--- src/rtl/terrain_cell_obstacle_classifier_core_assert.svh ---
// ----------------------------------------------------------------------------
// terrain cell obstacle classifier assertion macros
// concurrent check wrappers, compiled out when ASSERT_OFF is set
// ----------------------------------------------------------------------------
`ifndef TERRAIN_CELL_OBSTACLE_CLASSIFIER_CORE_ASSERT_SVH
`define TERRAIN_CELL_OBSTACLE_CLASSIFIER_CORE_ASSERT_SVH

`ifndef ASSERT_OFF

// same-cycle implication, disabled while reset is asserted
`define TCOC_ASSERT_IMPLIES(label, clk, rst_n, ante, cons) \
    label: assert property (@(posedge clk) disable iff (!rst_n) (ante) |-> (cons)) \
        else $error("tcoc assertion failed");

// next-cycle implication, disabled while reset is asserted
`define TCOC_ASSERT_NEXT(label, clk, rst_n, ante, cons) \
    label: assert property (@(posedge clk) disable iff (!rst_n) (ante) |=> (cons)) \
        else $error("tcoc assertion failed");

`else

`define TCOC_ASSERT_IMPLIES(label, clk, rst_n, ante, cons)
`define TCOC_ASSERT_NEXT(label, clk, rst_n, ante, cons)

`endif

`endif

--- src/rtl/tcoc_pkg.sv ---
// ----------------------------------------------------------------------------
// tcoc_pkg
// shared types, codes and reset values of the terrain cell classifier
// ----------------------------------------------------------------------------
package tcoc_pkg;

    // register indexes
    localparam logic [2:0] CFG_MIN_EVIDENCE  = 3'd0;
    localparam logic [2:0] CFG_MIN_POINTS    = 3'd1;
    localparam logic [2:0] CFG_CLEAR_FLOOR   = 3'd2;
    localparam logic [2:0] CFG_OVH_CLEAR     = 3'd3;
    localparam logic [2:0] CFG_RISE_LIMIT    = 3'd4;
    localparam logic [2:0] CFG_DROP_LIMIT    = 3'd5;
    localparam logic [2:0] CFG_MAX_SLOPE     = 3'd6;
    localparam logic [2:0] CFG_MAX_ROUGHNESS = 3'd7;

    // register reset values
    localparam logic [15:0] RST_MIN_EVIDENCE  = 16'd256;
    localparam logic [7:0]  RST_MIN_POINTS    = 8'd4;
    localparam logic [14:0] RST_CLEAR_FLOOR   = 15'd500;
    localparam logic [15:0] RST_OVH_CLEAR     = 16'd128;
    localparam logic [14:0] RST_RISE_LIMIT    = 15'd150;
    localparam logic [14:0] RST_DROP_LIMIT    = 15'd200;
    localparam logic [13:0] RST_MAX_SLOPE     = 14'd2500;
    localparam logic [15:0] RST_MAX_ROUGHNESS = 16'd50;

    // height code for a value that is not finite
    localparam logic [15:0] NOT_FINITE_MM = 16'h8000;

    // block reason codes
    localparam logic [2:0] REASON_NONE       = 3'd0;
    localparam logic [2:0] REASON_LOW_CLEAR  = 3'd1;
    localparam logic [2:0] REASON_GEOMETRY   = 3'd2;
    localparam logic [2:0] REASON_PROTRUSION = 3'd3;
    localparam logic [2:0] REASON_MIXED      = 3'd4;

    // protrusion / overhead stage codes
    localparam logic [1:0] STAGE_NONE  = 2'd0;
    localparam logic [1:0] STAGE_LOW   = 2'd1;
    localparam logic [1:0] STAGE_BLOCK = 2'd2;

    // publish status codes
    localparam logic [2:0] PUB_NA           = 3'd0;
    localparam logic [2:0] PUB_PROTRUSION   = 3'd1;
    localparam logic [2:0] PUB_DENSE        = 3'd2;
    localparam logic [2:0] PUB_OVERHEAD     = 3'd3;
    localparam logic [2:0] PUB_GEOMETRY     = 3'd4;
    localparam logic [2:0] PUB_GATED_EVID   = 3'd5;
    localparam logic [2:0] PUB_GATED_HEIGHT = 3'd6;

    typedef struct packed {
        logic [15:0] min_evidence;
        logic [7:0]  min_points;
        logic [14:0] clear_floor;
        logic [15:0] overhead_clear_level;
        logic [14:0] rise_limit;
        logic [14:0] drop_limit;
        logic [13:0] max_slope;
        logic [15:0] max_roughness;
    } t_cfg;

    typedef struct packed {
        logic [15:0]        protrusion_level;
        logic [15:0]        overhead_level;
        logic [15:0]        overhead_trust;
        logic signed [15:0] clearance_mm;
        logic [13:0]        slope_cdeg;
        logic signed [15:0] rise_mm;
        logic signed [15:0] drop_mm;
        logic [15:0]        rough_level;
        logic signed [15:0] protrusion_rel_mm;
        logic signed [15:0] candidate_rel_mm;
        logic [7:0]         sample_count;
        logic [15:0]        frame_gain;
    } t_cell;

    // compare stage results
    typedef struct packed {
        logic               dense;
        logic               prot_high;
        logic               ovh_high;
        logic               low_geom;
        logic               clear_tall;
        logic               geom_fail;
        logic               prot_nz;
        logic               ref_fin;
        logic signed [15:0] ref_mm;
        logic [15:0]        sig;
    } t_cmp;

    // decide stage results
    typedef struct packed {
        logic       dense;
        logic       prot_high;
        logic       ovh_high;
        logic       clear_tall;
        logic       geom_fail;
        logic       low_clear;
        logic       prot_block;
        logic       geom_pub;
        logic [1:0] pstage;
        logic [1:0] ostage;
    } t_dec;

    typedef struct packed {
        logic [2:0] blk_cause;
        logic [1:0] prot_grade;
        logic [1:0] ovh_grade;
        logic [2:0] pub_code;
    } t_result;

endpackage

--- src/rtl/tcoc_cell_if.sv ---
// ----------------------------------------------------------------------------
// tcoc_cell_if
// input channel: one terrain cell per beat
// ----------------------------------------------------------------------------
interface tcoc_cell_if;
    logic        valid;
    logic        ready;
    logic [15:0] protrusion_level;
    logic [15:0] overhead_level;
    logic [15:0] overhead_trust;
    logic [15:0] clearance_mm;
    logic [13:0] slope_cdeg;
    logic [15:0] rise_mm;
    logic [15:0] drop_mm;
    logic [15:0] rough_level;
    logic [15:0] protrusion_rel_mm;
    logic [15:0] candidate_rel_mm;
    logic [7:0]  sample_count;
    logic [15:0] frame_gain;

    modport source (
        output valid, protrusion_level, overhead_level, overhead_trust, clearance_mm,
               slope_cdeg, rise_mm, drop_mm, rough_level, protrusion_rel_mm,
               candidate_rel_mm, sample_count, frame_gain,
        input  ready
    );
    modport sink (
        input  valid, protrusion_level, overhead_level, overhead_trust, clearance_mm,
               slope_cdeg, rise_mm, drop_mm, rough_level, protrusion_rel_mm,
               candidate_rel_mm, sample_count, frame_gain,
        output ready
    );
endinterface

--- src/rtl/tcoc_class_if.sv ---
// ----------------------------------------------------------------------------
// tcoc_class_if
// output channel: one classification per beat
// ----------------------------------------------------------------------------
interface tcoc_class_if;
    logic       valid;
    logic       ready;
    logic [2:0] blk_cause;
    logic [1:0] prot_grade;
    logic [1:0] ovh_grade;
    logic [2:0] pub_code;

    modport source (
        output valid, blk_cause, prot_grade, ovh_grade, pub_code,
        input  ready
    );
    modport sink (
        input  valid, blk_cause, prot_grade, ovh_grade, pub_code,
        output ready
    );
endinterface

--- src/rtl/tcoc_compare.sv ---
// ----------------------------------------------------------------------------
// tcoc_compare
// first stage: threshold compares, reference height and signal maximum
// ----------------------------------------------------------------------------
module tcoc_compare (
    input  logic           i_clk,
    input  logic           i_rst_n,
    input  tcoc_pkg::t_cfg i_cfg,
    input  logic           i_valid,
    input  tcoc_pkg::t_cell i_cell,
    output logic           o_ready,
    input  logic           i_ready,
    output logic           o_valid,
    output tcoc_pkg::t_cmp o_cmp
);
    import tcoc_pkg::*;

    logic   r_valid;
    t_cmp   r_cmp;
    t_cmp   n_cmp;
    logic [7:0] need;
    logic   clear_fin;
    logic   p_fin;
    logic   c_fin;

    always_comb begin
        need      = (i_cfg.min_points > 8'd1) ? (i_cfg.min_points - 8'd1) : 8'd1;
        clear_fin = i_cell.clearance_mm != NOT_FINITE_MM;
        p_fin     = i_cell.protrusion_rel_mm != NOT_FINITE_MM;
        c_fin     = i_cell.candidate_rel_mm != NOT_FINITE_MM;

        n_cmp.dense = (i_cell.sample_count >= need) && (i_cell.frame_gain != 16'd0)
                      && (i_cell.protrusion_level >= i_cell.frame_gain);
        n_cmp.prot_high  = i_cell.protrusion_level >= i_cfg.min_evidence;
        n_cmp.ovh_high   = i_cell.overhead_level >= i_cfg.min_evidence;
        n_cmp.low_geom   = clear_fin
                           && (i_cell.clearance_mm < $signed({1'b0, i_cfg.clear_floor}));
        n_cmp.clear_tall = clear_fin
                           && (i_cell.clearance_mm > $signed({1'b0, i_cfg.rise_limit}));
        n_cmp.geom_fail  = (i_cell.slope_cdeg > i_cfg.max_slope)
                           || (i_cell.rise_mm > $signed({1'b0, i_cfg.rise_limit}))
                           || (i_cell.drop_mm > $signed({1'b0, i_cfg.drop_limit}))
                           || (i_cell.rough_level > i_cfg.max_roughness);
        n_cmp.prot_nz    = i_cell.protrusion_level != 16'd0;
        n_cmp.ref_fin    = p_fin || c_fin;

        // larger of the finite relative heights
        if (p_fin && c_fin) begin
            n_cmp.ref_mm = (i_cell.protrusion_rel_mm > i_cell.candidate_rel_mm)
                           ? i_cell.protrusion_rel_mm : i_cell.candidate_rel_mm;
        end else if (p_fin) begin
            n_cmp.ref_mm = i_cell.protrusion_rel_mm;
        end else begin
            n_cmp.ref_mm = i_cell.candidate_rel_mm;
        end

        n_cmp.sig = (i_cell.overhead_trust > i_cell.overhead_level)
                    ? i_cell.overhead_trust : i_cell.overhead_level;
    end

    assign o_ready = !r_valid || i_ready;

    always_ff @(posedge i_clk) begin
        if (!i_rst_n) begin
            r_valid <= 1'b0;
        end else if (o_ready) begin
            r_valid <= i_valid;
        end
        if (o_ready && i_valid) begin
            r_cmp <= n_cmp;
        end
    end

    assign o_valid = r_valid;
    assign o_cmp   = r_cmp;
endmodule

--- src/rtl/tcoc_decide.sv ---
// ----------------------------------------------------------------------------
// tcoc_decide
// second stage: overhead activity, tall test, blocking flags and stages
// ----------------------------------------------------------------------------
module tcoc_decide (
    input  logic           i_clk,
    input  logic           i_rst_n,
    input  tcoc_pkg::t_cfg i_cfg,
    input  logic           i_valid,
    input  tcoc_pkg::t_cmp i_cmp,
    output logic           o_ready,
    input  logic           i_ready,
    output logic           o_valid,
    output tcoc_pkg::t_dec o_dec
);
    import tcoc_pkg::*;

    logic r_valid;
    t_dec r_dec;
    t_dec n_dec;
    logic ovh_active;
    logic tall;
    logic evid;

    always_comb begin
        ovh_active = (i_cmp.sig != 16'd0) && (i_cmp.sig >= i_cfg.overhead_clear_level);
        tall       = i_cmp.ref_fin && (i_cmp.ref_mm > $signed({1'b0, i_cfg.rise_limit}));
        evid       = i_cmp.prot_high || i_cmp.dense;

        n_dec.dense      = i_cmp.dense;
        n_dec.prot_high  = i_cmp.prot_high;
        n_dec.ovh_high   = i_cmp.ovh_high;
        n_dec.clear_tall = i_cmp.clear_tall;
        n_dec.geom_fail  = i_cmp.geom_fail;
        n_dec.low_clear  = i_cmp.low_geom && ovh_active;
        n_dec.prot_block = evid && tall;
        n_dec.geom_pub   = i_cmp.geom_fail && tall && evid;

        if (!i_cmp.prot_nz) begin
            n_dec.pstage = STAGE_NONE;
        end else if (evid && tall) begin
            n_dec.pstage = STAGE_BLOCK;
        end else begin
            n_dec.pstage = STAGE_LOW;
        end

        // nonzero max of trust and level means either one is nonzero
        if (!(i_cmp.sig != 16'd0 || i_cmp.low_geom)) begin
            n_dec.ostage = STAGE_NONE;
        end else if (i_cmp.low_geom && ovh_active) begin
            n_dec.ostage = STAGE_BLOCK;
        end else begin
            n_dec.ostage = STAGE_LOW;
        end
    end

    assign o_ready = !r_valid || i_ready;

    always_ff @(posedge i_clk) begin
        if (!i_rst_n) begin
            r_valid <= 1'b0;
        end else if (o_ready) begin
            r_valid <= i_valid;
        end
        if (o_ready && i_valid) begin
            r_dec <= n_dec;
        end
    end

    assign o_valid = r_valid;
    assign o_dec   = r_dec;
endmodule

--- src/rtl/tcoc_encode.sv ---
// ----------------------------------------------------------------------------
// tcoc_encode
// last stage: block reason and publish status encode into the output register
// ----------------------------------------------------------------------------
module tcoc_encode (
    input  logic              i_clk,
    input  logic              i_rst_n,
    input  logic              i_valid,
    input  tcoc_pkg::t_dec    i_dec,
    output logic              o_ready,
    input  logic              i_ready,
    output logic              o_valid,
    output tcoc_pkg::t_result o_result
);
    import tcoc_pkg::*;

    logic    r_valid;
    t_result r_result;
    t_result n_result;

    always_comb begin
        n_result.prot_grade = i_dec.pstage;
        n_result.ovh_grade  = i_dec.ostage;

        if (i_dec.low_clear && i_dec.prot_block) begin
            n_result.blk_cause = REASON_MIXED;
        end else if (i_dec.low_clear) begin
            n_result.blk_cause = REASON_LOW_CLEAR;
        end else if (i_dec.geom_pub && !i_dec.prot_high) begin
            n_result.blk_cause = REASON_GEOMETRY;
        end else if (i_dec.prot_block) begin
            n_result.blk_cause = REASON_PROTRUSION;
        end else if (i_dec.geom_fail) begin
            n_result.blk_cause = REASON_GEOMETRY;
        end else begin
            n_result.blk_cause = REASON_NONE;
        end

        n_result.pub_code = PUB_NA;
        case (n_result.blk_cause)
            REASON_PROTRUSION, REASON_MIXED: begin
                if (i_dec.prot_high) begin
                    n_result.pub_code = PUB_PROTRUSION;
                end else if (i_dec.dense) begin
                    n_result.pub_code = PUB_DENSE;
                end else begin
                    n_result.pub_code = PUB_GATED_EVID;
                end
            end
            REASON_LOW_CLEAR: begin
                if (i_dec.clear_tall) begin
                    n_result.pub_code = i_dec.ovh_high ? PUB_OVERHEAD : PUB_GATED_EVID;
                end else begin
                    n_result.pub_code = PUB_GATED_HEIGHT;
                end
            end
            REASON_GEOMETRY: begin
                if (i_dec.geom_pub) begin
                    n_result.pub_code = PUB_GEOMETRY;
                end
            end
            default: begin
                n_result.pub_code = PUB_NA;
            end
        endcase
    end

    assign o_ready = !r_valid || i_ready;

    always_ff @(posedge i_clk) begin
        if (!i_rst_n) begin
            r_valid <= 1'b0;
        end else if (o_ready) begin
            r_valid <= i_valid;
        end
        if (o_ready && i_valid) begin
            r_result <= n_result;
        end
    end

    assign o_valid  = r_valid;
    assign o_result = r_result;
endmodule

--- src/rtl/terrain_cell_obstacle_classifier_core.sv ---
// ----------------------------------------------------------------------------
// terrain_cell_obstacle_classifier_core
// classifies one terrain cell per beat into reason, stages and publish status
// ----------------------------------------------------------------------------
// Takes one cell per clock while no stage stalls and passes its classification
// through the compare, decide and encode registers, one result per cell, in
// order. The three register stages each hold one cell; a stage refills in the
// same cycle it hands its cell on, so with the output ready held high the
// throughput is one cell per cycle, and a stalled output fills the stages
// before input ready drops. Threshold registers are written through the
// write port and should only change while no cell is in flight.
module terrain_cell_obstacle_classifier_core (
    input  logic         i_clk,
    input  logic         i_rst_n,
    input  logic         i_cfg_we,
    input  logic [2:0]   i_cfg_idx,
    input  logic [15:0]  i_cfg_data,
    tcoc_cell_if.sink    i_cell,
    tcoc_class_if.source o_class
);
    import tcoc_pkg::*;

    `include "terrain_cell_obstacle_classifier_core_assert.svh"

    t_cfg    r_cfg;
    t_cell   cell_beat;
    t_cmp    cmp;
    t_dec    dec;
    t_result result;
    logic    cmp_valid;
    logic    cmp_ready;
    logic    dec_valid;
    logic    dec_ready;

    always_ff @(posedge i_clk) begin
        if (!i_rst_n) begin
            r_cfg.min_evidence         <= RST_MIN_EVIDENCE;
            r_cfg.min_points           <= RST_MIN_POINTS;
            r_cfg.clear_floor          <= RST_CLEAR_FLOOR;
            r_cfg.overhead_clear_level <= RST_OVH_CLEAR;
            r_cfg.rise_limit           <= RST_RISE_LIMIT;
            r_cfg.drop_limit           <= RST_DROP_LIMIT;
            r_cfg.max_slope            <= RST_MAX_SLOPE;
            r_cfg.max_roughness        <= RST_MAX_ROUGHNESS;
        end else if (i_cfg_we) begin
            case (i_cfg_idx)
                CFG_MIN_EVIDENCE:  r_cfg.min_evidence         <= i_cfg_data;
                CFG_MIN_POINTS:    r_cfg.min_points           <= i_cfg_data[7:0];
                CFG_CLEAR_FLOOR:   r_cfg.clear_floor          <= i_cfg_data[14:0];
                CFG_OVH_CLEAR:     r_cfg.overhead_clear_level <= i_cfg_data;
                CFG_RISE_LIMIT:    r_cfg.rise_limit           <= i_cfg_data[14:0];
                CFG_DROP_LIMIT:    r_cfg.drop_limit           <= i_cfg_data[14:0];
                CFG_MAX_SLOPE:     r_cfg.max_slope            <= i_cfg_data[13:0];
                CFG_MAX_ROUGHNESS: r_cfg.max_roughness        <= i_cfg_data;
                default: begin
                    r_cfg <= r_cfg;
                end
            endcase
        end
    end

    always_comb begin
        cell_beat.protrusion_level  = i_cell.protrusion_level;
        cell_beat.overhead_level    = i_cell.overhead_level;
        cell_beat.overhead_trust    = i_cell.overhead_trust;
        cell_beat.clearance_mm      = i_cell.clearance_mm;
        cell_beat.slope_cdeg        = i_cell.slope_cdeg;
        cell_beat.rise_mm           = i_cell.rise_mm;
        cell_beat.drop_mm           = i_cell.drop_mm;
        cell_beat.rough_level       = i_cell.rough_level;
        cell_beat.protrusion_rel_mm = i_cell.protrusion_rel_mm;
        cell_beat.candidate_rel_mm  = i_cell.candidate_rel_mm;
        cell_beat.sample_count      = i_cell.sample_count;
        cell_beat.frame_gain        = i_cell.frame_gain;
    end

    tcoc_compare u_compare (
        .i_clk   (i_clk),
        .i_rst_n (i_rst_n),
        .i_cfg   (r_cfg),
        .i_valid (i_cell.valid),
        .i_cell  (cell_beat),
        .o_ready (i_cell.ready),
        .i_ready (cmp_ready),
        .o_valid (cmp_valid),
        .o_cmp   (cmp)
    );

    tcoc_decide u_decide (
        .i_clk   (i_clk),
        .i_rst_n (i_rst_n),
        .i_cfg   (r_cfg),
        .i_valid (cmp_valid),
        .i_cmp   (cmp),
        .o_ready (cmp_ready),
        .i_ready (dec_ready),
        .o_valid (dec_valid),
        .o_dec   (dec)
    );

    tcoc_encode u_encode (
        .i_clk    (i_clk),
        .i_rst_n  (i_rst_n),
        .i_valid  (dec_valid),
        .i_dec    (dec),
        .o_ready  (dec_ready),
        .i_ready  (o_class.ready),
        .o_valid  (o_class.valid),
        .o_result (result)
    );

    assign o_class.blk_cause  = result.blk_cause;
    assign o_class.prot_grade = result.prot_grade;
    assign o_class.ovh_grade  = result.ovh_grade;
    assign o_class.pub_code   = result.pub_code;

    // a cell with no blocking reason publishes nothing
    `TCOC_ASSERT_IMPLIES(a_none_unpublished, i_clk, i_rst_n,
        o_class.valid && (o_class.blk_cause == REASON_NONE),
        o_class.pub_code == PUB_NA)

    // blocking protrusion always yields a geometry, protrusion or mixed reason
    `TCOC_ASSERT_IMPLIES(a_prot_block_reason, i_clk, i_rst_n,
        o_class.valid && (o_class.prot_grade == STAGE_BLOCK),
        (o_class.blk_cause == REASON_GEOMETRY) || (o_class.blk_cause == REASON_PROTRUSION)
        || (o_class.blk_cause == REASON_MIXED))

    // blocking overhead means low clearance drives the reason
    `TCOC_ASSERT_IMPLIES(a_ovh_block_reason, i_clk, i_rst_n,
        o_class.valid && (o_class.ovh_grade == STAGE_BLOCK),
        (o_class.blk_cause == REASON_LOW_CLEAR) || (o_class.blk_cause == REASON_MIXED))

    // a full pipe with a stalled output must hold off the input side
    `TCOC_ASSERT_IMPLIES(a_full_backpressure, i_clk, i_rst_n,
        o_class.valid && !o_class.ready && dec_valid && cmp_valid,
        !i_cell.ready)

    // a stalled output beat stays offered
    `TCOC_ASSERT_NEXT(a_out_hold, i_clk, i_rst_n,
        o_class.valid && !o_class.ready,
        o_class.valid)
endmodule
--- src/flat_wrapper.sv ---
// flat-port wrapper written by rule: the top's interface ports become plain ports
module terrain_cell_obstacle_classifier_core_flat import tcoc_pkg::*;
  (i_clk, i_rst_n, i_cfg_we, i_cfg_idx, i_cfg_data, i_cell_valid, i_cell_protrusion_level, i_cell_overhead_level, i_cell_overhead_trust, i_cell_clearance_mm, i_cell_slope_cdeg, i_cell_rise_mm, i_cell_drop_mm, i_cell_rough_level, i_cell_protrusion_rel_mm, i_cell_candidate_rel_mm, i_cell_sample_count, i_cell_frame_gain, i_cell_ready, o_class_valid, o_class_blk_cause, o_class_prot_grade, o_class_ovh_grade, o_class_pub_code, o_class_ready);
  tcoc_cell_if i_cell_i ();
  tcoc_class_if o_class_i ();
  input  logic i_clk;
  input  logic i_rst_n;
  input  logic i_cfg_we;
  input  logic [2:0] i_cfg_idx;
  input  logic [15:0] i_cfg_data;
  input wire logic [$bits(i_cell_i.valid)-1:0] i_cell_valid;
  input wire logic [$bits(i_cell_i.protrusion_level)-1:0] i_cell_protrusion_level;
  input wire logic [$bits(i_cell_i.overhead_level)-1:0] i_cell_overhead_level;
  input wire logic [$bits(i_cell_i.overhead_trust)-1:0] i_cell_overhead_trust;
  input wire logic [$bits(i_cell_i.clearance_mm)-1:0] i_cell_clearance_mm;
  input wire logic [$bits(i_cell_i.slope_cdeg)-1:0] i_cell_slope_cdeg;
  input wire logic [$bits(i_cell_i.rise_mm)-1:0] i_cell_rise_mm;
  input wire logic [$bits(i_cell_i.drop_mm)-1:0] i_cell_drop_mm;
  input wire logic [$bits(i_cell_i.rough_level)-1:0] i_cell_rough_level;
  input wire logic [$bits(i_cell_i.protrusion_rel_mm)-1:0] i_cell_protrusion_rel_mm;
  input wire logic [$bits(i_cell_i.candidate_rel_mm)-1:0] i_cell_candidate_rel_mm;
  input wire logic [$bits(i_cell_i.sample_count)-1:0] i_cell_sample_count;
  input wire logic [$bits(i_cell_i.frame_gain)-1:0] i_cell_frame_gain;
  output wire logic [$bits(i_cell_i.ready)-1:0] i_cell_ready;
  output wire logic [$bits(o_class_i.valid)-1:0] o_class_valid;
  output wire logic [$bits(o_class_i.blk_cause)-1:0] o_class_blk_cause;
  output wire logic [$bits(o_class_i.prot_grade)-1:0] o_class_prot_grade;
  output wire logic [$bits(o_class_i.ovh_grade)-1:0] o_class_ovh_grade;
  output wire logic [$bits(o_class_i.pub_code)-1:0] o_class_pub_code;
  input wire logic [$bits(o_class_i.ready)-1:0] o_class_ready;
  assign i_cell_i.valid = i_cell_valid;
  assign i_cell_i.protrusion_level = i_cell_protrusion_level;
  assign i_cell_i.overhead_level = i_cell_overhead_level;
  assign i_cell_i.overhead_trust = i_cell_overhead_trust;
  assign i_cell_i.clearance_mm = i_cell_clearance_mm;
  assign i_cell_i.slope_cdeg = i_cell_slope_cdeg;
  assign i_cell_i.rise_mm = i_cell_rise_mm;
  assign i_cell_i.drop_mm = i_cell_drop_mm;
  assign i_cell_i.rough_level = i_cell_rough_level;
  assign i_cell_i.protrusion_rel_mm = i_cell_protrusion_rel_mm;
  assign i_cell_i.candidate_rel_mm = i_cell_candidate_rel_mm;
  assign i_cell_i.sample_count = i_cell_sample_count;
  assign i_cell_i.frame_gain = i_cell_frame_gain;
  assign i_cell_ready = i_cell_i.ready;
  assign o_class_valid = o_class_i.valid;
  assign o_class_blk_cause = o_class_i.blk_cause;
  assign o_class_prot_grade = o_class_i.prot_grade;
  assign o_class_ovh_grade = o_class_i.ovh_grade;
  assign o_class_pub_code = o_class_i.pub_code;
  assign o_class_i.ready = o_class_ready;
  terrain_cell_obstacle_classifier_core u_core (.i_clk(i_clk), .i_rst_n(i_rst_n), .i_cfg_we(i_cfg_we), .i_cfg_idx(i_cfg_idx), .i_cfg_data(i_cfg_data), .i_cell(i_cell_i), .o_class(o_class_i));
endmodule
--- config.mk ---
export PLATFORM = sky130hd
export DESIGN_NAME = terrain_cell_obstacle_classifier_core_flat
export DESIGN_NICKNAME = d
export VERILOG_FILES = /design/src/rtl/tcoc_pkg.sv /design/src/rtl/tcoc_cell_if.sv /design/src/rtl/tcoc_class_if.sv /design/src/rtl/tcoc_compare.sv /design/src/rtl/tcoc_decide.sv /design/src/rtl/tcoc_encode.sv /design/src/rtl/terrain_cell_obstacle_classifier_core.sv /design/src/flat_wrapper.sv
export VERILOG_INCLUDE_DIRS = /design/src /design/src/rtl
export SDC_FILE = /design/constraint.sdc
export NUM_CORES = 1
export LEC_CHECK = 0
export BUFFER_PORTS_ARGS = -buffer_cell sky130_fd_sc_hd__buf_2
export CORE_AREA = 2 2 144 146
export DETAILED_ROUTE_END_ITERATION = 12
export DIE_AREA = 0 0 146 148
export PLACE_DENSITY = 0.84
export SETUP_SLACK_MARGIN = 0.3
export SYNTH_ARGS = -nofsm -noshare
export SYNTH_HDL_FRONTEND = slang
export SYNTH_SLANG_ARGS = --single-unit
--- constraint.sdc ---
create_clock -name i_clk -period 8.5 [get_ports i_clk]
set_input_delay 0.85 -clock i_clk [delete_from_list [all_inputs] [get_ports i_clk]]
set_output_delay 0.85 -clock i_clk [all_outputs]
set_load 0.01 [all_outputs]
==> flow_summary.yaml, run 1 <==
timing:
  max_freq_mhz: 312
  rsz_0062_raised_after_global_routing: "false"
  fin_worst_skew_ps: 9.94
  post-route-period-util_pct: 37.8
  fin_tns_setup_ps: 0
  timing_hold_violations_final: 0
  worst_slew_margin_rel_pct: 16.1
  min_period_ps: 3210
  timing.final.setup_violations: 0
  slew_violations: 0
  timing_worst_slew_pin_value_ps: 1250
  worst_hold_slack_ps: 421
clock_tree:
  ctsHoldBuffers: 0
  clk_root_buf: "clkbuf_16"
  clkLatencyLatePin_ps: 440
  cts_repair_resize_count: 0
  ctsLongestPathBuffers: 2
  cts.sinks: 180
  clock_tree_from_tritoncts: "done"
  cts-buffers-inserted: 17
  cts_setup_buffers: 0
  clk_transition_reported_paths_ps: 70
  cts_h_tree_depth: 4
flow_run:
  drv.max_cap_violation_count: 0
worst_setup_path:
  worst_setup_path_end_kind: "flop"
  critical_path.max_fanout: 7
  critical_path.slowest_cell: "or4_1"
  path_cells: "or4_1 > or4_1 > nand2_1 > ha_1 > nand2b_1 > a21o_1 > a21oi_1 > o21ai_0 > a31oi_1 > nor3_1"
  timing.critical_path.required_ps: 8670
  cp_data_arrival_time_ps: 3380
  crit_type: "reg2reg"
  path_common_cell: "or4_1"
  critical_path.startpoint_type: "flop"
  timing.critical_path.slowest_cell_delay_ps: 600
floorplan:
  die_area_um2: 21600
  design.portCount: 218
  die_w_um: 146
  core_um2: 20000
  die_height_um: 148
  starting_density_of_the_core_pct: 60.7
  row_count: 52
yosys:
  synthesis.area_per_instance_um2: 8.82
  synth-warning-count: 0
  synth.net_count: 1796
  synth-edff-count: 62
  synthesis.area_um2: 12200
  synth_cell_types: 62
  yosys_register_bits: 180
  syn-instance-count: 1380
  synthArstFlopShare_pct: 0
  yosysSeqAreaShare_pct: 34.7
  synth_top_flop_cell: "dfxtp_1"
final_layout:
  layout_commonest_cell: "nand2_1"
  fillers: 1597
  drive_gt1_share_pct: 16.0
  final-seq-area_um2: 4220
  layout.nets: 1995
  most-common-layout-cells: "250 x nand2_1, 217 x buf_2, 210 x ha_1, 171 x inv_1, 118 x dfxtp_1"
  layout-area-overhead-vs-synth_pct: 15.5
  multi_input_comb_area_um2: 7140
status:
  status: "finished, final reports clean"
routing:
  antenna_violating_nets_post_route: 0
  avgRoutedWirePerCell_um: 17.2
  number_of_optimization_iterations_in_the_first_detailed_route_pass: 5
  via_per_inst: 5.83
  drtIter0Drc: 612
  num_vias: 10900
  drc_errors: 0
  drt-total-wl_um: 32200
grt:
  global_route_wire_length_before_repair_um: 51100
  first_global_vias: 10600
  global_route.peak_usage_layer: "met2"
  grtUsageMet3_pct: 6.76
  pin_count_of_the_biggest_net_entering_global_routing: 119
  met2_usage_pct: 50.9
  global_route.usage.total_pct: 29.6
  grt-ovfl-total: 0
  antenna_violations_before_repair: 6
  grtUsageMet1_pct: 35.2
placed_design:
  place_congestion: 0.935
  portBuffers: 217
  hpwl_um: 24800
power_and_ir_drop:
  p_leak_nw: 6.25
  totalPowerFinal_mw: 2.10
  ir_drop_mv: 0.166
  cell_area_power_density_nw_per_um2: 150
min_path:
  min-delay-path-class: "reg2reg"
[where the power goes]
| group | leakage, nW | internal (mW) | switching, mW |
|---|---|---|---|
| Combinational | 4.40 | 0.171 | 0.217 |
| Sequential | 1.55 | 0.937 | 0.0227 |
| Clock | 0.294 | 0.425 | 0.331 |
[final cells by class]
type                    instances  share of cell area (%)
flip-flops and latches        180                    30.1
clock inverters                10                   0.454
clock buffers                  22                    3.61
inverters                     170                    4.54
repair buffers                222                    8.00
well taps                     270                    2.40
multi-input cells             988                    50.8
diodes                          5                  0.0890
[through the flow]
step,util [%],cells,cell area [µm²],worst slack [ps]
after floorplan,-,1380,12200,5030
after global placement,67.2,1829,13500,5010
after detailed placement,67.2,1829,13500,4940
after CTS,70.0,1861,14000,5300
after global routing,70.1,1865,14000,5180
final,70.1,1867,14100,5290
[Yosys cell counts, types with 3 or more instances]
cell	number	area share, %
and4_1	4	0.29
or4_1	3	0.19
nand3b_1	5	0.31
edfxtp_1	62	15
nor4_1	30	1.5
nand2_1	250	7.7
nand4_1	25	1.3
a21boi_1	92	5.7
a2111oi_0	4	0.29
mux2i_1	3	0.25
o211ai_1	31	1.9
and3_1	3	0.15
nand3_1	25	1.0
nor2_1	34	1.0
clkbuf_2	7	0.29
nand4b_1	3	0.22
a31oi_1	6	0.31
nor3_1	12	0.49
nand2b_1	18	0.93
nor2b_1	16	0.82
nor4b_1	4	0.29
o21ai_0	19	0.78
xor2_1	4	0.29
dfxtp_1	118	19
or3_1	4	0.21
a22o_1	16	1.2
buf_2	3	0.12
mux2_1	15	1.4
o21a_1	3	0.19
a21o_1	33	2.0
o21bai_1	8	0.49
o21ai_1	6	0.25
clkbuf_1	31	0.96
ha_1	210	22
inv_1	170	5.2
a211o_1	3	0.22
a211oi_1	14	0.86
a21oi_1	55	2.3
[sequential cells by signal (all words and copies together), names as in the netlist]
register / flops
u_core.u_encode.o_valid: 1
u_core.u_compare.o_valid: 1
u_core.u_compare.o_cmp: 40
u_core.u_decide.o_dec: 12
u_core.u_encode.o_result: 10
u_core.u_decide.o_valid: 1
u_core.r_cfg: 115
[final timing paths]
path              slack, ps  cells past startpoint                startpoint                           to
hold reg to reg         420                      0  u_core.u_decide.o_dec[3]  u_core.u_encode.o_result[6]
hold / removal          420                      0  u_core.u_decide.o_dec[3]  u_core.u_encode.o_result[6]
setup / recovery       5290                     10          u_core.r_cfg[93]   u_core.u_compare.o_cmp[39]
setup reg to reg       5290                     10          u_core.r_cfg[93]   u_core.u_compare.o_cmp[39]
[critical path: cells and delay by family (launching register included)]
kind	cells	cell delay [ps]
AO/OA/AOI/OAI	4	820
flip-flops	1	360
adder cells (fa/ha/maj)	1	220
AND/OR/NAND/NOR	5	1530
[metal layers]
layer	routed length, µm	share of wire (%)
met4	1320	4.1
met1	13100	41
met2	15600	48
met3	2160	6.7
met5	7	0.022
[cells by family after synthesis]
| group | after synthesis | share of synthesized area (%) |
|---|---|---|
| compound gates | 311 | 18.0 |
| xor+xnor | 5 | 0.360 |
| fa+ha+maj | 210 | 21.6 |
| buf+inv | 212 | 6.70 |
| flops | 180 | 34.7 |
| mux | 19 | 1.73 |
| simple gates | 443 | 16.9 |
(Power assumes the default switching activity.)
==> inputs of run 2 (changes only) <==
--- a/config.mk
+++ b/config.mk
@@ -7,10 +7,10 @@
 export NUM_CORES = 1
 export LEC_CHECK = 0
 export BUFFER_PORTS_ARGS = -buffer_cell sky130_fd_sc_hd__buf_2
-export CORE_AREA = 2 2 144 146
+export CORE_AREA = 2 2 150 152
 export DETAILED_ROUTE_END_ITERATION = 12
-export DIE_AREA = 0 0 146 148
-export PLACE_DENSITY = 0.84
+export DIE_AREA = 0 0 152 154
+export PLACE_DENSITY = 0.78
 export SETUP_SLACK_MARGIN = 0.3
 export SYNTH_ARGS = -nofsm -noshare
 export SYNTH_HDL_FRONTEND = slang
==> constraint.sdc (replaced) <==
create_clock -name i_clk -period 3.35 [get_ports i_clk]
set_input_delay 0.335 -clock i_clk [delete_from_list [all_inputs] [get_ports i_clk]]
set_output_delay 0.335 -clock i_clk [all_outputs]
set_load 0.01 [all_outputs]
==> run 2 against run 1 <==
  * Count of clock-buffer cells in the layout is 2 higher
  * Clock skew increased by 3.5 ps
  * Utilization decreased by 4.7 points
  * Cell area increased by 1.1%
  * Critical path depth did not move
  * Global-route usage fell by 2.3 points
  * Die area rose by 8.3%
  * Highest routed layer unchanged
  * Non-clock buffer count is 4 higher
  * Via count decreased by 1.8%
==> flow_summary.yaml, run 2 (synthesized netlist as in run 1, its figures left out) <==
worst_setup_path:
  timing.reg2reg.worst_path_depth: 10
  timing.rr.start: "u_core.r_cfg[93]"
  timing.critical_path.required_ps: 3520
  timing.reg2reg.setup_slack_ps: 460
  worst_setup_path_end_kind: "flop"
  critical_path.max_fanout: 7
  crit_type: "reg2reg"
  timing.rr.end: "u_core.u_compare.o_cmp[39]"
  critical_path.startpoint_type: "flop"
  cp_data_arrival_time_ps: 3050
clock_tree:
  clk_transition_reported_paths_ps: 70
  ctsLongestPathBuffers: 2
  cts-buffers-inserted: 17
  ctsHoldBuffers: 0
  clkLatencyLatePin_ps: 430
  cts_h_tree_depth: 4
  clock_tree_from_tritoncts: "done"
  clk_root_buf: "clkbuf_16"
  cts.sinks: 180
power_and_ir_drop:
  totalPowerFinal_mw: 5.62
  cell_area_power_density_nw_per_um2: 396
  p_leak_nw: 6.31
  ir_drop_mv: 0.277
timing:
  slew_violations: 0
  fin_worst_skew_ps: 13.4
  post-route-period-util_pct: 86.2
  worst_slew_margin_rel_pct: 19.4
  fin_tns_setup_ps: 0
  pnr_worst_setup_slack_ps: 463
  timing_hold_violations_final: 0
  rsz_0062_raised_after_global_routing: "false"
  min_period_ps: 2890
  timing.final.setup_violations: 0
  timing_worst_slew_pin_value_ps: 1200
  worst_hold_slack_ps: 182
  max_freq_mhz: 346
placed_design:
  place_congestion: 0.893
  placement.setup.worst_slack_ps: 331
  hpwl_um: 25000
  portBuffers: 217
final_layout:
  final_util_pct: 65.5
  layout_commonest_cell: "nand2_1"
  most-common-layout-cells: "250 x nand2_1, 217 x buf_2, 210 x ha_1, 170 x inv_1, 118 x dfxtp_1"
  antennaDiodeCount: 0
  largest_register_ff_count: 115
  layout-area-overhead-vs-synth_pct: 16.7
  largest-register: "u_core.r_cfg"
  layout.nets: 1999
  drive_gt1_share_pct: 16.5
grt:
  first_global_vias: 10700
  antenna_violations_before_repair: 1
  global_route.usage.total_pct: 27.2
  grt-ovfl-total: 0
  global_route_wire_length_before_repair_um: 51500
  pin_count_of_the_biggest_net_entering_global_routing: 46
routing:
  drtIter0Drc: 647
  via_per_inst: 5.70
  antenna_violating_nets_post_route: 0
  drc_errors: 0
  number_of_optimization_iterations_in_the_first_detailed_route_pass: 5
  avgRoutedWirePerCell_um: 17.1
  drt-total-wl_um: 32100
  num_vias: 10700
floorplan:
  row_count: 54
  die_height_um: 154
  core_um2: 21700
  starting_density_of_the_core_pct: 56.1
  die_area_um2: 23400
  die_w_um: 152
  design.portCount: 218
min_path:
  min-delay-path-class: "in2reg"
  hp-start: "i_cfg_data[15]"
  worstHoldEndpoint: "u_core.r_cfg[114]"
  min_delay_path_depth: 3
status:
  status: "finished, final reports clean"
flow_run:
  drv.max_cap_violation_count: 0
[run 2: cell types whose count changed in the layout (fill, tap and decap cells not counted), sizes merged]
cell / delta
clkbuf: +2
bufinv: +1
diode: -5
inv: -3
clkinv: -1
clkinvlp: +1
buf: +4
[run 2: how the worst max path moves through the flow]
stage / from / to / slack [ps] / depth (start not counted)
after floorplan: u_core.u_encode.o_valid / u_core.u_compare.o_cmp[0] / 310 / 2
after global placement: i_cell_candidate_rel_mm[11] / u_core.u_compare.o_cmp[22] / 390 / 9
after detailed placement: i_cell_candidate_rel_mm[11] / u_core.u_compare.o_cmp[23] / 330 / 9
after CTS: u_core.r_cfg[93] / u_core.u_compare.o_cmp[39] / 370 / 10
after global routing: u_core.r_cfg[93] / u_core.u_compare.o_cmp[39] / 370 / 8
final: u_core.r_cfg[93] / u_core.u_compare.o_cmp[39] / 460 / 10
[run 2: layer usage]
metal / vias to the layer above / track usage, % / share of wire (%)
li1: 5288 / - / -
met1: 5013 / 32.0 / 41
met2: 329 / 50.4 / 52
met3: 59 / 4.40 / 5.3
met4: 2 / 9.35 / 2.5
met5: - / 0 / 0.040
[run 2: through the flow]
step           std cells  instance area (µm²)
2_1_floorplan       1380                12200
3_3_place_gp        1844                13500
3_5_place_dp        1844                13500
4_1_cts             1876                14200
5_1_grt             1876                14200
6_report            1876                14200
[run 2: power by group]
part | internal (mW) | switching, mW
logic | 0.433 | 0.545
clock network | 1.33 | 0.882
registers | 2.38 | 0.0563
total | 4.14 | 1.48
[run 2: what timing repair did]
item,CTS,global route
buffers inserted,0,0
endpoints found under the setup margin,0,1
gates resized for setup,0,2
[run 2: area by class of cell]
class / count / area (µm²)
Clock buffer: 24 / 589
Clock inverter: 8 / 88.8
Fill cell: 1832 / 7490
Inverter: 170 / 638
Multi-Input combinational cell: 988 / 7150
Sequential cell: 180 / 4220
Tap cell: 280 / 350
Timing Repair Buffer: 226 / 1150
[run 2: worst max-delay path, cell delays in order (launching register included)]
cell	delay [ps]
dfxtp_1	360
or4_1	570
or4_4	540
nand2_1	100
ha_1	220
nand2b_1	130
a21o_1	170
a21oi_1	140
o21ai_0	100
a31oi_1	210
nor3_1	70
==> inputs of run 3 (changes only) <==
--- a/config.mk
+++ b/config.mk
@@ -10,6 +10,7 @@
 export CORE_AREA = 2 2 150 152
 export DETAILED_ROUTE_END_ITERATION = 12
 export DIE_AREA = 0 0 152 154
+export GPL_TIMING_DRIVEN = 0
 export PLACE_DENSITY = 0.78
 export SETUP_SLACK_MARGIN = 0.3
 export SYNTH_ARGS = -nofsm -noshare
==> run 3 against run 2 <==
  * Critical path depth up 1
  * Die area is the same
  * Highest routed layer unchanged
  * Sequential power about the same
  * Largest cell class unchanged
  * Maximum frequency fell by 0.29%
  * Cell count increased by 1.5%
  * Wire length increased by 2.8%
  * Critical path type unchanged
==> flow_summary.yaml, run 3 (synthesized netlist as in run 1, its figures left out) <==
worst_setup_path:
  critical_path.max_fanout: 7
  critical_path.startpoint_type: "flop"
  cp_data_arrival_time_ps: 3080
  crit_type: "reg2reg"
  timing.critical_path.required_ps: 3540
  worst_setup_path_end_kind: "flop"
floorplan:
  die_height_um: 154
  design.portCount: 218
  die_area_um2: 23400
  die_w_um: 152
  starting_density_of_the_core_pct: 56.1
  row_count: 54
  core_um2: 21700
timing:
  min_period_ps: 2900
  timing.final.setup_violations: 0
  worst_hold_slack_ps: 173
  rsz_0062_raised_after_global_routing: "false"
  timing_hold_violations_final: 0
  fin_worst_skew_ps: 8.48
  post-route-period-util_pct: 86.4
  max_freq_mhz: 345
  worst_slew_margin_rel_pct: 38.5
  timing_worst_slew_pin_value_ps: 915
  slew_violations: 0
final_layout:
  largest_register_ff_count: 115
  largest-register: "u_core.r_cfg"
  most-common-layout-cells: "250 x nand2_1, 210 x ha_1, 209 x buf_2, 170 x inv_1, 116 x dfxtp_1"
  fillers: 1762
  layout-area-overhead-vs-synth_pct: 17.9
  layout_commonest_cell: "nand2_1"
  drive_gt1_share_pct: 16.5
  layout.nets: 2026
  layout.cells.non_filler: 1905
clock_tree:
  clk_transition_reported_paths_ps: 70
  cts.sinks: 180
  clk_root_buf: "clkbuf_16"
  cts_h_tree_depth: 4
  ctsHoldBuffers: 0
  ctsLongestPathBuffers: 2
  clkLatencyLatePin_ps: 440
  cts-buffers-inserted: 17
  clock_tree_from_tritoncts: "done"
grt:
  pin_count_of_the_biggest_net_entering_global_routing: 30
  first_global_vias: 10300
  global_route.usage.total_pct: 27.3
  global_route_wire_length_before_repair_um: 51000
  antenna_violations_before_repair: 3
  grt-ovfl-total: 0
routing:
  drc_errors: 0
  num_vias: 10900
  drt-total-wl_um: 33000
  via_per_inst: 5.74
  avgRoutedWirePerCell_um: 17.3
  drtIter0Drc: 684
  number_of_optimization_iterations_in_the_first_detailed_route_pass: 6
  antenna_violating_nets_post_route: 0
flow_run:
  drv.max_cap_violation_count: 0
power_and_ir_drop:
  ir_drop_mv: 0.237
  totalPowerFinal_mw: 5.66
  p_leak_nw: 6.34
  cell_area_power_density_nw_per_um2: 394
placed_design:
  portBuffers: 206
  place_congestion: 0.868
  place_inst: 1868
  hpwl_um: 25800
status:
  status: "finished, final reports clean"
min_path:
  min-delay-path-class: "in2reg"
run 3: cell types whose count changed in the layout (fill, tap and decap cells not counted), sizes merged:
cell | previous run | this run
diode | 0 | 2
buf | 226 | 216
clkinv | 2 | 4
clkbuf | 24 | 59
inv | 174 | 172
bufinv | 1 | 3
run 3: worst paths after layout:
kind | startpoint | endpoint | slack, ps | cells past startpoint
max | u_core.r_cfg[93] | u_core.u_compare.o_cmp[39] | 450 | 11
min | i_cfg_data[15] | u_core.r_cfg[114] | 170 | 3
max reg2reg | u_core.r_cfg[93] | u_core.u_compare.o_cmp[39] | 450 | 11
min reg2reg | u_core.u_decide.o_dec[1] | u_core.u_encode.o_result[4] | 420 | 0
run 3: stage by stage:
| step | setup TNS (ps) | setup WS, ps | area [µm²] | utilization, % |
|---|---|---|---|---|
| floorplan | 0 | 305 | 12200 | - |
| global placement | -22020 | -555 | 13600 | 62.5 |
| detailed placement | 0 | 118 | 13600 | 62.7 |
| CTS | 0 | 302 | 14300 | 65.8 |
| global route | 0 | 292 | 14300 | 66.1 |
| finish | 0 | 455 | 14300 | 66.2 |
run 3: what timing repair did:
item	CTS	global route
resized for setup	3	14
pin swaps	1	3
setup buffers	0	3
endpoints found under the setup margin	1	1
run 3: final cells by class:
| type | instances | area (µm²) | area share (%) |
|---|---|---|---|
| inverter | 170 | 638 | 4.45 |
| timing repair buffer | 211 | 1080 | 7.53 |
| tap | 280 | 350 | 2.44 |
| clock buffer | 22 | 517 | 3.60 |
| clock inverter | 10 | 158 | 1.10 |
| antenna | 2 | 5.00 | 0.0349 |
| buffer | 42 | 185 | 1.29 |
| sequential | 180 | 4230 | 29.5 |
| multi-input combinational | 988 | 7190 | 50.1 |
run 3: critical path, stage by stage, from the launching register on:
cell      delay [ps]
dfxtp_4          360
or4_4            540
or4_4            500
buf_6            150
nand2_1           70
ha_1             220
nand2b_1         140
a21o_1           180
a21oi_2          120
o21ai_2           80
a31oi_4          240
nor3_2            50
run 3: where the power goes:
part	internal [mW]	switching [mW]
sequential	2.38	0.0541
clock	1.34	0.882
combinational	0.446	0.561
run 3: per-layer routing:
metal	global-route usage [%]	part of all wire, %	up-vias
met5	0	0.039	-
met4	12.0	3.8	2
met3	4.26	6.2	88
met2	47.2	49	396
met1	33.7	41	5107
li1	-	-	5349
